[config.mk]
export PLATFORM = sky130hd
export DESIGN_NAME = gpcms_ram
export DESIGN_NICKNAME = d
export VERILOG_FILES = /design/src/design/gpcms_ram.sv
export SDC_FILE = /design/constraint.sdc
export NUM_CORES = 1
export LEC_CHECK = 0
export BUFFER_PORTS_ARGS = -buffer_cell sky130_fd_sc_hd__buf_4
export CAP_MARGIN = 20
export CORE_ASPECT_RATIO = 1.4
export CORE_MARGIN = 2
export CORE_UTILIZATION = 50
export DETAILED_ROUTE_END_ITERATION = 6
export PLACE_DENSITY = 0.73
export SETUP_SLACK_MARGIN = 0.1
export SKIP_CTS_REPAIR_TIMING = 1
export SLEW_MARGIN = 20
export SYNTH_ARGS = -nofsm -noshare
export SYNTH_HDL_FRONTEND = slang
export SYNTH_SLANG_ARGS = --single-unit
export TNS_END_PERCENT = 30
[constraint.sdc]
create_clock -name clock -period 3.05 [get_ports clock]
set_input_delay 0.61 -clock clock [delete_from_list [all_inputs] [get_ports clock]]
set_output_delay 0.61 -clock clock [all_outputs]
set_load 0.02 [all_outputs]
[src/design/gpcms_ram.sv]
// generic single-write, single-read ram with registered read data
`default_nettype none
module gpcms_ram #(
   parameter int WIDTH = 8,
   parameter int DEPTH = 16,
   parameter int ADDR_W = (DEPTH > 1) ? $clog2(DEPTH) : 1
) (
   input  wire logic              clock,
   input  wire logic              wr_en,
   input  wire logic [ADDR_W-1:0] wr_addr,
   input  wire logic [WIDTH-1:0]  wr_data,
   input  wire logic              rd_en,
   input  wire logic [ADDR_W-1:0] rd_addr,
   output logic      [WIDTH-1:0]  rd_data
);

   logic [WIDTH-1:0] mem_ff [DEPTH];
   logic [WIDTH-1:0] rd_data_ff;

   always_ff @(posedge clock) begin
      if (wr_en) begin
         mem_ff[wr_addr] <= wr_data;
      end
      if (rd_en) begin
         rd_data_ff <= mem_ff[rd_addr];
      end
   end

   assign rd_data = rd_data_ff;

endmodule
`default_nettype wire

==> results.json, run 1 <==
{
  "cts_tree": "yes",
  "p_seq_share_pct": 50.6,
  "max_clock_freq_mhz": 522,
  "hold_viol_final": 0,
  "min_delay_path_depth": 1,
  "p_clk_share_pct": 44.5,
  "die_h_um": 125,
  "yosys_warnings": 0,
  "crit_buf_inv": 1,
  "synth_area_leaders": "edfxtp_1 (78%), mux4_2 (7.8%), mux4_1 (7.0%)",
  "post_synth_inst_count": 229,
  "rsz0062_at_grt": "false",
  "gr-total-overflow": 0,
  "drv_slew": 0,
  "drc": 0,
  "dpl-instance-area_um2": 5600,
  "syn_area_um2": 5230,
  "synth_fp_nets": 248,
  "tightest_slew_ps": 967,
  "leakage_uw": 0.00206,
  "setup_tns_ps": 0,
  "viasPerCell": 5.89,
  "drive_gt1_share_pct": 28.6,
  "status": "finished clean",
  "worst_ir_drop_vdd_v": 0.000464,
  "place_worst_setup_slack_ps": 688,
  "place_hpwl_um": 6130,
  "synth_top_area_cell": "edfxtp_1",
  "drtPass1Iterations": 4,
  "clock_skew_ps": 5.68,
  "path_max_fanout": 32,
  "syn_avg_cell_area_um2": 22.8,
  "power.density_nw_per_um2": 682,
  "clk_pin_slew_ps": 50,
  "clockBufferDepth": 2,
  "die_area_um2": 11300,
  "path_cells": "buf_4, mux4_2, a22oi_1, nand2_1",
  "critPathRequiredTime_ps": 3200,
  "numCtsBuffers": 17,
  "diodes": 0,
  "start_util_pct": 50.8,
  "yosysSeqAreaShare_pct": 78.1,
  "crit_slowest_cell": "mux4_2",
  "drt_iter0_drc": 256,
  "gp_congestion": 0.767,
  "relSlewSlack_pct": 35.3,
  "wl_um": 9970,
  "gr-usage-all-layers_pct": 19.4,
  "path_depth": 4,
  "grt_pass1_wl_um": 15300,
  "arrival_ps": 2060,
  "grt_max_degree": 33,
  "final_cell_mix": "edfxtp_1 (136), buf_4 (38), mux4_2 (18), clkbuf_16 (17), a22oi_1 (16)",
  "boundaryPins": 27,
  "swShare_pct": 19.5,
  "power_frac_comb_pct": 4.9,
  "setup-violations-final": 0,
  "clk_latency_ps": 410,
  "mostFrequentLayoutCell": "edfxtp_1",
  "startpoint_type": "primary input",
  "worstSetupPathType": "primary input to register",
  "area_delta_synth_final_pct": 17.4,
  "slowest_delay_ps": 580,
  "period_minus_slack_ps": 1910,
  "cts-root-buf": "clkbuf_16",
  "synth_seq_cells": 136,
  "end_kind": "register",
  "post-route-period-util_pct": 62.8,
  "nets": 295,
  "vias": 2502,
  "switchingPower_uw": 817,
  "critPathTopFamily": "multiplexers",
  "ant_nets": 0,
  "cts.sinks": 136,
  "routedWlPerCell_um": 23.5,
  "antenna_found_initial": 0,
  "yosysTopAreaCellShare_pct": 78.1,
  "synthDistinctLibCells": 18,
  "layout_setup_ws_ps": 1140,
  "p_int_uw": 3370,
  "fp-row-count": 44,
  "core_area_um2": 10300,
  "die_x_um": 90.4,
  "htreeDepth": 4,
  "design_area_um2": 6140,
  "r2r_cells": 3,
  "hold_class": "primary input to register",
  "port_buffers": 26,
  "grt_pass1_vias": 2588,
  "maxCapViolCount": 0
}
-- power by group through the flow --
stage | Clock, µW | Sequential [µW] | Combinational [µW]
2_1_floorplan | 0 | 2160 | 106
3_3_place_gp | 0 | 2150 | 201
3_5_place_dp | 0 | 2160 | 207
4_1_cts | 1890 | 2120 | 209
5_1_grt | 1980 | 2120 | 223
6_report | 1860 | 2120 | 205
-- final timing paths --
path | slack, ps | to | startpoint
setup reg to reg | 1580 | rd_data[7] | mem_ff[11][7]
setup / recovery | 1140 | rd_data[7] | rd_addr[0]
hold reg to reg | 750 | rd_data[4] | mem_ff[7][4]
hold / removal | 500 | mem_ff[4][6] | wr_data[6]
-- registers in the layout (all words and copies together), names as in the netlist --
signal and cells:
rd_data 8, mem_ff 128
-- cells in the mapped netlist --
master	number
clkdlybuf4s25_2	3
nand3b_1	2
buf_6	3
and2_1	1
nand3_1	1
nand2_1	9
mux4_1	14
and2b_1	1
or3b_2	1
nor2b_1	1
buf_4	1
mux4_2	18
a22oi_1	16
edfxtp_1	136
nor3_1	4
buf_2	3
nor2_1	13
nand2b_1	2
-- through the flow --
stage                     power (µW)  cells  hold slack [ps]  util (%)
after floorplan                 2270    229              705         -
after global placement          2360    395              738      54.4
after detailed placement        2360    395              746      54.4
after CTS                       4220    425              485      59.6
after global routing            4320    425              494      59.6
final                           4180    425              499      59.6
-- routing by layer --
metal | up-vias | GRT usage, % | share of wire, %
met5 | - | 0 | 0
li1 | 1073 | - | -
met3 | 18 | 7.47 | 6.9
met1 | 1297 | 22.9 | 38
met2 | 114 | 32.0 | 53
met4 | 0 | 8.05 | 2.4
-- cell families after synthesis --
logic type / after synthesis / synth area share, %
multiplexers: 32 / 14.8
AND/OR/NAND/NOR: 35 / 3.14
flip-flops: 136 / 78.1
AO/OA/AOI/OAI: 16 / 2.30
buffers and inverters: 10 / 1.65
-- area by class of cell --
cell class / count / area (µm²)
timing repair buffer: 38 / 285
multi-input combinational: 83 / 1060
tap: 138 / 173
fill: 733 / 4160
clock inverter: 12 / 111
sequential: 136 / 4080
clock buffer: 18 / 429
Note: power is estimated with default switching activity, not from simulation.
==> run 2: changes to the inputs <==
==> constraint.sdc (replaced) <==
create_clock -name clock -period 1.9 [get_ports clock]
set_input_delay 0.38 -clock clock [delete_from_list [all_inputs] [get_ports clock]]
set_output_delay 0.38 -clock clock [all_outputs]
set_load 0.02 [all_outputs]
==> run 2 against run 1 <==
Net effect: design area up 4.9%; core utilization increased by 2.9 points; sequential share of layout area fell by 3.1 points; largest power group is now the clock network; via count is 3.0% higher; first-iteration DRC count rose by 6.3%; largest cell class unchanged; clock skew is 10 ps higher; sequential power increased by 60%.
==> results.json, run 2 (synthesis gave the netlist of run 1 again) <==
{
  "status": "finished clean",
  "grt_pass1_wl_um": 15800,
  "period_minus_slack_ps": 1530,
  "holdPathEnd": "rd_data[4]",
  "post-route-period-util_pct": 80.7,
  "r2r-start": "mem_ff[9][1]",
  "clk_pin_slew_ps": 60,
  "gr-total-overflow": 0,
  "setup_tns_ps": 0,
  "startpoint_type": "register",
  "wl_um": 10200,
  "die_x_um": 90.4,
  "area_delta_synth_final_pct": 23.2,
  "critPathRequiredTime_ps": 2040,
  "path_max_fanout": 1,
  "die_area_um2": 11300,
  "grt_pass1_vias": 2715,
  "fin_hold_ws_ps": 264,
  "hold_start": "rd_en",
  "leakage_uw": 0.00222,
  "hold_viol_final": 0,
  "antenna_found_initial": 0,
  "drive_gt1_share_pct": 34.6,
  "routedWlPerCell_um": 22.9,
  "cts_tree": "yes",
  "boundaryPins": 27,
  "cts-root-buf": "clkbuf_16",
  "crit_buf_inv": 0,
  "diodes": 0,
  "max_clock_freq_mhz": 652,
  "placedCellCount": 415,
  "relSlewSlack_pct": 75.4,
  "die_h_um": 125,
  "grt_max_degree": 17,
  "place_hpwl_um": 6490,
  "vias": 2577,
  "hold_class": "primary input to register",
  "r2r_slack_ps": 370,
  "clockBufferDepth": 2,
  "cts.sinks": 136,
  "drc": 0,
  "worstSetupPathType": "register to register",
  "core_area_um2": 10300,
  "r2r_cells": 3,
  "slowest_delay_ps": 530,
  "end_kind": "register",
  "power.density_nw_per_um2": 1120,
  "rsz0062_at_grt": "false",
  "drtPass1Iterations": 5,
  "r2r_end": "rd_data[1]",
  "viasPerCell": 5.77,
  "tightest_slew_ps": 369,
  "largest_reg_flops": 128,
  "numCtsBuffers": 17,
  "drt_iter0_drc": 272,
  "setup-violations-final": 0,
  "fp-row-count": 44,
  "maxCapViolCount": 0,
  "gr-usage-all-layers_pct": 19.5,
  "crit_slowest_cell": "mux4_1",
  "final_cell_mix": "edfxtp_1 (136), buf_4 (54), mux4_2 (18), clkbuf_16 (17), a22oi_1 (16)",
  "worst_ir_drop_vdd_v": 0.000747,
  "clk_latency_ps": 420,
  "path_cells": "mux4_1, a22oi_1, nand2_1",
  "fill_cells": 711,
  "nets": 315,
  "clock_skew_ps": 16.0,
  "gp_congestion": 0.780,
  "drv_slew": 0,
  "ant_nets": 0,
  "min_delay_path_depth": 1,
  "top_register": "mem_ff",
  "start_util_pct": 50.8,
  "mostFrequentLayoutCell": "edfxtp_1",
  "port_buffers": 26,
  "final_cell_count_no_fill": 447,
  "arrival_ps": 1680,
  "htreeDepth": 4,
  "critPathTopFamily": "multiplexers"
}
## run 2: final cells by class
cell class	instances	area, µm²	share of cell area, %
clock buffer	18	429	6.67
clock inverter	14	205	3.19
multi-input combinational	83	1060	16.5
sequential	136	4080	63.4
tap	138	173	2.68
timing repair buffer	58	485	7.54
## run 2: worst max-delay path by stage
| stage | startpoint | to | depth (start not counted) |
|---|---|---|---|
| 3_5_place_dp | rd_addr[0] | rd_data[3] | 5 |
| 4_1_cts | mem_ff[9][1] | rd_data[1] | 3 |
| 6_report | mem_ff[9][1] | rd_data[1] | 3 |
| 2_1_floorplan | rd_addr[0] | rd_data[1] | 5 |
| 3_3_place_gp | rd_addr[0] | rd_data[1] | 5 |
| 5_1_grt | mem_ff[9][1] | rd_data[1] | 3 |
## run 2: layer usage
| layer | global-route usage (%) | wire, µm | share of wire [%] | vias up |
|---|---|---|---|---|
| li1 | - | - | - | 1118 |
| met1 | 25.4 | 4250 | 42 | 1349 |
| met2 | 31.7 | 5340 | 52 | 99 |
| met3 | 5.60 | 495 | 4.8 | 11 |
| met4 | 7.24 | 141 | 1.4 | 0 |
| met5 | 0 | 0 | 0 | - |
## run 2: stage by stage
stage	cell area (µm²)	power [µW]	worst slack (ps)	utilization [%]
2_1_floorplan	5230	3650	238	-
3_3_place_gp	5800	3810	-37.3	56.4
3_5_place_dp	5800	3820	-57.0	56.4
4_1_cts	6440	7280	332	62.5
5_1_grt	6440	7430	245	62.5
6_report	6440	7230	367	62.5
## run 2: power by group
part | leakage, µW | total [µW] | internal [µW] | switching [µW]
Combinational | 0.000683 | 361 | 168 | 193
Sequential | 0.00124 | 3400 | 3380 | 19.6
Clock | 0.000305 | 3460 | 2310 | 1150
Total | 0.00222 | 7230 | 5860 | 1370
